--- src/sv/esms_pkg.sv ---
// ----------------------------------------------------------------------------
// esms_pkg
// Shared widths, codes and types for the event slot minimum select block.
// ----------------------------------------------------------------------------
package esms_pkg;

  localparam int MAX_DEVICES = 16;
  localparam int NUM_FUNCS   = 16;

  localparam int DEV_W   = $clog2(MAX_DEVICES);
  localparam int ACT_W   = DEV_W + 1;
  localparam int TIME_W  = 64;
  localparam int PRIO_W  = 4;
  localparam int REQ_W   = 2;
  localparam int PADDR_W = 3;
  localparam int PDATA_W = 32;

  localparam logic [REQ_W-1:0] REQ_ADD    = 2'd0;
  localparam logic [REQ_W-1:0] REQ_REMOVE = 2'd1;
  localparam logic [REQ_W-1:0] REQ_FIND   = 2'd2;

  localparam logic [TIME_W-1:0] SLOT_IDLE_TIME = {TIME_W{1'b1}};
  localparam logic [PRIO_W-1:0] PRIO_NONE      = '0;

  localparam logic [ACT_W-1:0] ACTIVE_RESET = ACT_W'(MAX_DEVICES);

  typedef struct packed {
    logic             valid;
    logic             first;
    logic [DEV_W-1:0] idx;
  } cmp_ctl_t;

endpackage

--- src/sv/esms_req_if.sv ---
// ----------------------------------------------------------------------------
// esms_req_if
// Request channel: add, remove and find requests with valid/ready transfer.
// ----------------------------------------------------------------------------
interface esms_req_if
  import esms_pkg::*;
  ();
  logic              valid;
  logic              ready;
  logic [REQ_W-1:0]  req_type;
  logic [DEV_W-1:0]  device;
  logic [TIME_W-1:0] event_time;
  logic [PRIO_W-1:0] func_priority;

  modport source (output valid, req_type, device, event_time, func_priority, input ready);
  modport sink   (input valid, req_type, device, event_time, func_priority, output ready);
endinterface

--- src/sv/esms_rsp_if.sv ---
// ----------------------------------------------------------------------------
// esms_rsp_if
// Response channel: selected slot with its time and priority.
// ----------------------------------------------------------------------------
interface esms_rsp_if
  import esms_pkg::*;
  ();
  logic              valid;
  logic              ready;
  logic [DEV_W-1:0]  next_device;
  logic [TIME_W-1:0] next_time;
  logic [PRIO_W-1:0] next_func;

  modport source (output valid, next_device, next_time, next_func, input ready);
  modport sink   (input valid, next_device, next_time, next_func, output ready);
endinterface

--- src/sv/esms_slot_ram.sv ---
// ----------------------------------------------------------------------------
// esms_slot_ram
// Slot store: one write port, one registered read port, per-entry valid bits
// so that unwritten slots read as never / none.
// ----------------------------------------------------------------------------
module esms_slot_ram
  import esms_pkg::*;
(
  input  logic              clk,
  input  logic              rst,
  input  logic              we,
  input  logic [DEV_W-1:0]  waddr,
  input  logic [TIME_W-1:0] wtime,
  input  logic [PRIO_W-1:0] wprio,
  input  logic [DEV_W-1:0]  raddr,
  output logic [TIME_W-1:0] rd_time,
  output logic [PRIO_W-1:0] rd_prio
);

  logic [TIME_W-1:0]      mem_time [MAX_DEVICES];
  logic [PRIO_W-1:0]      mem_prio [MAX_DEVICES];
  logic [MAX_DEVICES-1:0] vld;

  always_ff @(posedge clk) begin
    if (rst) begin
      vld <= '0;
    end else if (we) begin
      vld[waddr] <= 1'b1;
    end
  end

  always_ff @(posedge clk) begin
    if (we) begin
      mem_time[waddr] <= wtime;
      mem_prio[waddr] <= wprio;
    end
  end

  always_ff @(posedge clk) begin
    if (vld[raddr]) begin
      rd_time <= mem_time[raddr];
      rd_prio <= mem_prio[raddr];
    end else begin
      rd_time <= SLOT_IDLE_TIME;
      rd_prio <= PRIO_NONE;
    end
  end

endmodule

--- src/sv/esms_min_unit.sv ---
// ----------------------------------------------------------------------------
// esms_min_unit
// Shared compare unit: folds one slot per cycle into the running best,
// lowest time first, then higher priority, then lower index.
// ----------------------------------------------------------------------------
module esms_min_unit
  import esms_pkg::*;
(
  input  logic              clk,
  input  cmp_ctl_t          cmp,
  input  logic [TIME_W-1:0] rd_time,
  input  logic [PRIO_W-1:0] rd_prio,
  output logic [DEV_W-1:0]  best_idx
);

  logic [TIME_W-1:0] best_time;
  logic [PRIO_W-1:0] best_prio;
  logic              take;

  always_comb begin
    take = cmp.first || (rd_time < best_time) ||
           ((rd_time == best_time) && (rd_prio > best_prio));
  end

  always_ff @(posedge clk) begin
    if (cmp.valid && take) begin
      best_time <= rd_time;
      best_prio <= rd_prio;
      best_idx  <= cmp.idx;
    end
  end

endmodule

--- src/sv/event_slot_min_select_core.sv ---
// ----------------------------------------------------------------------------
// event_slot_min_select_core
// Pending event slot store with add, remove and find-earliest requests.
//
//   channel  dir  transfer               payload
//   req      in   valid && ready         req_type, device, event_time, func_priority
//   rsp      out  valid && ready         next_device, next_time, next_func
//   apb      in   psel&penable&pwrite    active_devices at paddr 0 to 3
//
// add and remove of an active slot: WRITE, READ and LOAD states, then the response
// ignored device and unused code: READ and LOAD states only, no slot write
// find: scans n slots, n the active count, one slot a cycle through the shared unit
// one request at a time; the next is taken while the response still waits
// a stalled response holds the last step until the output register frees
// rst is synchronous; slots read as never / none until written
// ----------------------------------------------------------------------------
module event_slot_min_select_core
  import esms_pkg::*;
(
  input  logic               clk,
  input  logic               rst,
  esms_req_if.sink           req,
  esms_rsp_if.source         rsp,
  input  logic               psel,
  input  logic               penable,
  input  logic               pwrite,
  input  logic [PADDR_W-1:0] paddr,
  input  logic [PDATA_W-1:0] pwdata,
  output logic [PDATA_W-1:0] prdata,
  output logic               pready
);

  typedef enum logic [2:0] {
    S_IDLE, S_WRITE, S_SCAN, S_DRAIN, S_COMMIT, S_READ, S_LOAD
  } state_t;

  state_t            state;
  logic [ACT_W-1:0]  active_devices;
  logic [ACT_W-1:0]  eff_n;
  logic [DEV_W-1:0]  chosen;
  logic [DEV_W-1:0]  scan_cnt;
  logic [DEV_W-1:0]  wr_dev;
  logic [TIME_W-1:0] wr_time;
  logic [PRIO_W-1:0] wr_prio;
  cmp_ctl_t          cmp;
  logic              ram_we;
  logic [DEV_W-1:0]  ram_raddr;
  logic [TIME_W-1:0] rd_time;
  logic [PRIO_W-1:0] rd_prio;
  logic [DEV_W-1:0]  best_idx;
  logic              rsp_valid;
  logic [DEV_W-1:0]  out_dev;
  logic [TIME_W-1:0] out_time;
  logic [PRIO_W-1:0] out_prio;
  logic              in_range;
  logic              scan_last;
  logic              load_go;

  // configuration port
  assign pready = 1'b1;
  assign prdata = PDATA_W'(active_devices);

  always_ff @(posedge clk) begin
    if (rst) begin
      active_devices <= ACTIVE_RESET;
    end else if (psel && penable && pwrite && pready && (paddr[PADDR_W-1] == 1'b0)) begin
      active_devices <= pwdata[ACT_W-1:0];
    end
  end

  always_comb begin
    if (active_devices == '0) begin
      eff_n = ACT_W'(1);
    end else if (active_devices > ACT_W'(MAX_DEVICES)) begin
      eff_n = ACT_W'(MAX_DEVICES);
    end else begin
      eff_n = active_devices;
    end
  end

  assign in_range  = {1'b0, req.device} < eff_n;
  assign scan_last = {1'b0, scan_cnt} == (eff_n - ACT_W'(1));
  assign load_go   = (state == S_LOAD) && (!rsp_valid || rsp.ready);

  assign req.ready       = (state == S_IDLE);
  assign rsp.valid       = rsp_valid;
  assign rsp.next_device = out_dev;
  assign rsp.next_time   = out_time;
  assign rsp.next_func   = out_prio;

  assign ram_we    = (state == S_WRITE);
  assign ram_raddr = (state == S_SCAN) ? scan_cnt : chosen;

  always_ff @(posedge clk) begin
    if (rst) begin
      state     <= S_IDLE;
      chosen    <= '0;
      scan_cnt  <= '0;
      cmp.valid <= 1'b0;
      rsp_valid <= 1'b0;
    end else begin
      cmp.valid <= (state == S_SCAN);
      if (load_go) begin
        rsp_valid <= 1'b1;
      end else if (rsp.ready) begin
        rsp_valid <= 1'b0;
      end
      unique case (state)
        S_IDLE: begin
          if (req.valid) begin
            wr_dev <= req.device;
            case (req.req_type)
              REQ_ADD: begin
                wr_time <= req.event_time;
                wr_prio <= req.func_priority;
                state   <= in_range ? S_WRITE : S_READ;
              end
              REQ_REMOVE: begin
                wr_time <= SLOT_IDLE_TIME;
                wr_prio <= PRIO_NONE;
                state   <= in_range ? S_WRITE : S_READ;
              end
              REQ_FIND: begin
                scan_cnt <= '0;
                state    <= S_SCAN;
              end
              default: begin
                state <= S_READ;
              end
            endcase
          end
        end
        S_WRITE: begin
          state <= S_READ;
        end
        S_SCAN: begin
          cmp.first <= (scan_cnt == '0);
          cmp.idx   <= scan_cnt;
          scan_cnt  <= scan_cnt + DEV_W'(1);
          if (scan_last) begin
            state <= S_DRAIN;
          end
        end
        S_DRAIN: begin
          state <= S_COMMIT;
        end
        S_COMMIT: begin
          chosen <= best_idx;
          state  <= S_READ;
        end
        S_READ: begin
          state <= S_LOAD;
        end
        S_LOAD: begin
          if (load_go) begin
            out_dev  <= chosen;
            out_time <= rd_time;
            out_prio <= rd_prio;
            state    <= S_IDLE;
          end
        end
        default: begin
          state <= S_IDLE;
        end
      endcase
    end
  end

  esms_slot_ram u_ram (
    .clk     (clk),
    .rst     (rst),
    .we      (ram_we),
    .waddr   (wr_dev),
    .wtime   (wr_time),
    .wprio   (wr_prio),
    .raddr   (ram_raddr),
    .rd_time (rd_time),
    .rd_prio (rd_prio)
  );

  esms_min_unit u_min (
    .clk      (clk),
    .cmp      (cmp),
    .rd_time  (rd_time),
    .rd_prio  (rd_prio),
    .best_idx (best_idx)
  );

  a_commit_in_range: assert property (@(posedge clk) disable iff (rst)
    (state == S_COMMIT) |=> ({1'b0, chosen} < eff_n))
    else $error("selection outside active slots");

  a_no_write_in_scan: assert property (@(posedge clk) disable iff (rst)
    (state == S_SCAN || state == S_DRAIN) |-> !ram_we)
    else $error("slot write during scan");

  a_cmp_only_in_scan: assert property (@(posedge clk) disable iff (rst)
    cmp.valid |-> (state == S_SCAN || state == S_DRAIN))
    else $error("compare outside scan");

  a_accept_leaves_idle: assert property (@(posedge clk) disable iff (rst)
    (req.valid && req.ready) |=> (state != S_IDLE))
    else $error("request transfer left sequencer idle");

endmodule

--- src/flat_wrapper.sv ---
// flat-port wrapper written by rule: the top's interface ports become plain ports
module event_slot_min_select_core_flat import esms_pkg::*;
  (clk, rst, psel, penable, pwrite, paddr, pwdata, prdata, pready, req_valid, req_req_type, req_device, req_event_time, req_func_priority, req_ready, rsp_valid, rsp_next_device, rsp_next_time, rsp_next_func, rsp_ready);
  esms_req_if req_i ();
  esms_rsp_if rsp_i ();
  input  logic clk;
  input  logic rst;
  input  logic psel;
  input  logic penable;
  input  logic pwrite;
  input  logic [PADDR_W-1:0] paddr;
  input  logic [PDATA_W-1:0] pwdata;
  output logic [PDATA_W-1:0] prdata;
  output logic pready;
  input wire logic [$bits(req_i.valid)-1:0] req_valid;
  input wire logic [$bits(req_i.req_type)-1:0] req_req_type;
  input wire logic [$bits(req_i.device)-1:0] req_device;
  input wire logic [$bits(req_i.event_time)-1:0] req_event_time;
  input wire logic [$bits(req_i.func_priority)-1:0] req_func_priority;
  output wire logic [$bits(req_i.ready)-1:0] req_ready;
  output wire logic [$bits(rsp_i.valid)-1:0] rsp_valid;
  output wire logic [$bits(rsp_i.next_device)-1:0] rsp_next_device;
  output wire logic [$bits(rsp_i.next_time)-1:0] rsp_next_time;
  output wire logic [$bits(rsp_i.next_func)-1:0] rsp_next_func;
  input wire logic [$bits(rsp_i.ready)-1:0] rsp_ready;
  assign req_i.valid = req_valid;
  assign req_i.req_type = req_req_type;
  assign req_i.device = req_device;
  assign req_i.event_time = req_event_time;
  assign req_i.func_priority = req_func_priority;
  assign req_ready = req_i.ready;
  assign rsp_valid = rsp_i.valid;
  assign rsp_next_device = rsp_i.next_device;
  assign rsp_next_time = rsp_i.next_time;
  assign rsp_next_func = rsp_i.next_func;
  assign rsp_i.ready = rsp_ready;
  event_slot_min_select_core u_core (.clk(clk), .rst(rst), .req(req_i), .rsp(rsp_i), .psel(psel), .penable(penable), .pwrite(pwrite), .paddr(paddr), .pwdata(pwdata), .prdata(prdata), .pready(pready));
endmodule
--- config.mk ---
export PLATFORM = sky130hd
export DESIGN_NAME = event_slot_min_select_core_flat
export DESIGN_NICKNAME = d
export VERILOG_FILES = /design/src/sv/esms_pkg.sv /design/src/sv/esms_req_if.sv /design/src/sv/esms_rsp_if.sv /design/src/sv/esms_slot_ram.sv /design/src/sv/esms_min_unit.sv /design/src/sv/event_slot_min_select_core.sv /design/src/flat_wrapper.sv
export SDC_FILE = /design/constraint.sdc
export NUM_CORES = 2
export LEC_CHECK = 0
export BUFFER_PORTS_ARGS = -buffer_cell sky130_fd_sc_hd__clkbuf_2
export CAP_MARGIN = 20
export CORE_MARGIN = 2
export CORE_UTILIZATION = 50
export CTS_BUF_LIST = sky130_fd_sc_hd__clkbuf_8 sky130_fd_sc_hd__clkbuf_16
export DETAILED_ROUTE_END_ITERATION = 10
export GPL_TIMING_DRIVEN = 0
export HOLD_SLACK_MARGIN = 0.02
export PLACE_DENSITY = 0.67
export SKIP_LAST_GASP = 1
export SLEW_MARGIN = 40
export SYNTH_ARGS = -nofsm -noshare
export SYNTH_HDL_FRONTEND = slang
export SYNTH_HIERARCHICAL = 1
export SYNTH_SLANG_ARGS = --single-unit
--- constraint.sdc ---
create_clock -name clk -period 7.65 [get_ports clk]
set_clock_uncertainty 0.15 [all_clocks]
set_input_delay 0 -clock clk [delete_from_list [all_inputs] [get_ports clk]]
set_output_delay 0 -clock clk [all_outputs]
set_load 0.02 [all_outputs]
==> metrics.yaml <==
status:
  status: "complete, no violations"
sta:
  finalCritPeriodShare_pct: 58.4
  tightest_slew_ns: 0.863
  finalMaxSlewViolations: 0
  hold_viol: 0
  max_slew_margin_pct: 42.5
  post-route-min-period_ns: 4.47
  fmax_mhz: 224
  setup_viol: 0
  hold_slack_ns: 0.0773
  rsz0062_at_grt: "false"
worst_setup_path:
  max_stage_delay_ns: 0.65
  r2r-start: "u_core/state[1]$_SDFFE_PP0P_"
  worstPathMaxFanout: 10
  end_kind: "register"
  worstPathRequired_ns: 8.04
  r2r_setup_slack_ns: 3.18
  r2r_end: "u_core/u_ram/rd_time[63]$_SDFF_PN1_"
  cp-start-kind: "register"
  worst_path_most_repeated_cell: "buf_2"
  slowest_stage: "o21ai_0"
  crit_type: "register to register"
  arrival_ns: 4.86
  worstPathCellList: "clkbuf_1 > nand2_1 > buf_2 > o21ai_0 > nor2b_1 > clkbuf_1 > a22oi_1 > nand2_1 > buf_2 > buf_2 > nand3_1"
  rr_worst_depth: 11
placed_design:
  port_buffers: 165
  place_congestion: 0.772
  placed_cell_area_um2: 57800
  dp_hpwl_um: 83000
  place_inst: 4261
floorplan:
  start_util_pct: 50.3
  rows: 119
  fp.dieH_um: 329
  die_w_um: 329
  fp.dieArea_um2: 108000
  io_pins: 223
  core-area_um2: 105000
power_and_ir_drop:
  p_total_w: 0.0165
  pwr-share-clk_pct: 39.6
  leakagePower_nw: 21.4
  ir_drop_mv: 0.174
  p_switching_w: 0.00362
  intPower_w: 0.0129
  p_per_area_nw_per_um2: 259
  seqPwrFrac_pct: 52.3
  switching_share_pct: 21.9
  combPwrFrac_pct: 8.1
clock_network:
  cts_tree: "done"
  root_buffer: "clkbuf_16"
  clk_pin_slew_worst_paths_ns: 0.06
  cts_buffers: 140
  cts_buffer_depth: 3
  htreeDepth: 4
  worstSkewPairLatency_ns: 0.74
  clkSinkCount: 1411
  cts_resized: 0
final_layout:
  layout-drive-gt1-share_pct: 27.5
  layout.nets: 3373
  final_cells: 4689
  final_cell_area_um2: 64000
  area_delta_synth_final_pct: 21.0
  n_antenna_cell: 0
  final_core_util_pct: 60.9
logic_synthesis:
  avgSynthCellArea_um2: 21.0
  ys_types: 56
  synthArstFlopShare_pct: 0
  synthFlopType: "edfxtp_1"
  yosysTopAreaCell: "edfxtp_1"
  synth_top_area_share_pct: 74.4
  yosys.cell_count.top_type: "edfxtp_1"
  synth_area_leaders: "edfxtp_1, mux4_2, dfxtp_1"
  ys_top_cells_by_count: "edfxtp_1, mux4_2, a22oi_1"
  ys_seq_area_share_pct: 78.2
  synth_cells: 2522
  synth_edf_count: 1309
  syn_area_um2: 52900
  synth_warnings: 6
  synth_seq_cells: 1411
job:
  max_cap_violations: 0
min_path:
  whs_path_depth: 3
  hold_start: "req_event_time[25]"
  whs_endpoint: "u_core/wr_time[25]$_SDFFCE_PN1P_"
  hold_path.class: "input port to register"
drt:
  met2_length_um: 60500
  vias: 27400
  route.detailed.drc: 0
  drt-initial-drc-count: 3204
  drtAntennaViolNets: 0
  routed_wl_um: 126000
  wl_per_cell_um: 26.9
  vias_per_cell: 5.84
  dr_wl_met3_um: 11300
  drt_pass1_iterations: 6
  dr.max_layer_used: "met4"
  met1_length_um: 50800
global_route:
  grt_overflow: 0
  grtUsageTotal_pct: 23.6
  antenna_found_initial: 1
  grt_pass1_wl_um: 184000
  grt_pass1_vias: 28100
  grt_max_degree: 32
## registers in the layout, summed over array words and instances, names as in the netlist, 5 cells and up
| signal | cells |
|---|---|
| u_core/u_ram/vld | 16 |
| u_core/u_ram/mem_prio | 64 |
| u_core/rsp.next_time | 64 |
| u_core/u_min/best_time | 64 |
| u_core/wr_time | 64 |
| u_core/active_devices | 5 |
| u_core/u_ram/rd_time | 64 |
| u_core/u_ram/mem_time | 1024 |
| u_core/cmp | 6 |
## routing by layer
layer | GRT usage (%) | vias to the layer above
met4 | 7.75 | 0
li1 | - | 11600
met3 | 4.86 | 223
met2 | 37.6 | 1374
met1 | 32.9 | 14200
met5 | 0 | -
## what timing repair did
item | CTS | global route
hold buffers | 171 | 0
endpoints found under the hold margin | 161 | 0
buffers inserted | 0 | 0
## through the flow
| stage | TNS [ns] | worst slack, ns |
|---|---|---|
| 6_report | 0 | 3.18 |
| 5_1_grt | 0 | 3.08 |
| 4_1_cts | 0 | 3.28 |
| 3_5_place_dp | 0 | 3.31 |
| 3_3_place_gp | -2767.57 | -5.74 |
| 2_1_floorplan | 0 | 0.890 |
## cell type report
cell class	count	area (um^2)
Buffer	145	785
Clock buffer	163	3880
Clock inverter	94	568
Fill cell	7293	41100
Inverter	76	285
Multi-Input combinational cell	916	10700
Sequential cell	1411	41300
Tap cell	1391	1740
Timing Repair Buffer	493	4660
## worst max-delay path: cells and delay by family, from the launching register on
kind | cells | cell delay, ns
buffers and inverters | 5 | 1.92
and+or+nand+nor | 4 | 1.06
AOI/OAI and AO/OA | 2 | 0.80
DFF | 1 | 0.34
## power groups by stage
| stage | sequential, W | clock [W] | combinational [W] |
|---|---|---|---|
| after floorplan | 0.00879 | 0 | 0.000821 |
| after global placement | 0.00884 | 0 | 0.00118 |
| after detailed placement | 0.00881 | 0 | 0.00127 |
| after CTS | 0.00865 | 0.00665 | 0.00135 |
| after global routing | 0.00866 | 0.00694 | 0.00143 |
| final | 0.00865 | 0.00654 | 0.00135 |
## worst max-delay path by stage
| stage | end | slack [ns] | cells after the start | startpoint |
|---|---|---|---|---|
| 2_1_floorplan | u_core/u_ram/mem_prio[0][0]$_DFFE_PP_ | 0.89 | 4 | u_core/state[2]$_SDFFE_PP0P_ |
| 3_3_place_gp | u_core/u_ram/mem_time[0][4]$_DFFE_PP_ | -5.74 | 4 | u_core/state[2]$_SDFFE_PP0P_ |
| 3_5_place_dp | u_core/u_ram/rd_time[31]$_SDFF_PN1_ | 3.31 | 10 | u_core/state[1]$_SDFFE_PP0P_ |
| 4_1_cts | u_core/u_ram/rd_time[31]$_SDFF_PN1_ | 3.28 | 10 | u_core/state[1]$_SDFFE_PP0P_ |
| 5_1_grt | u_core/u_ram/rd_time[63]$_SDFF_PN1_ | 3.08 | 11 | u_core/state[1]$_SDFFE_PP0P_ |
| 6_report | u_core/u_ram/rd_time[63]$_SDFF_PN1_ | 3.18 | 11 | u_core/state[1]$_SDFFE_PP0P_ |
## cells by family (layout without fill, tap and decap cells)
| group | Yosys count | count (layout) | synth area share, % |
|---|---|---|---|
| AO/OA/AOI/OAI | 220 | 220 | 2.97 |
| XOR/XNOR | 5 | 5 | 0.0829 |
| adder cells (fa/ha/maj) | 74 | 74 | 1.75 |
| buffers and inverters | 221 | 971 | 2.01 |
| flip-flops | 1411 | 1411 | 78.2 |
| multiplexers | 284 | 284 | 11.9 |
| other | 2 | 28 | 0.0142 |
| AND/OR/NAND/NOR | 305 | 305 | 3.03 |
## layout by cell type, fill, tap and decap left out, drive strengths merged, types with 8 or more instances in the layout
cell	n
a22oi	139
nand2	23
inv	123
o21ai	13
edfxtp	1309
a21oi	29
clkinv	39
mux4	276
conb	28
nand4	14
dfxtp	102
ha	74
nor3	15
dlygate4sd3	171
mux2i	8
clkbuf	389
nand2b	75
nor2	70
buf	241
nand3	78
Power figures use the tool's default switching activity.
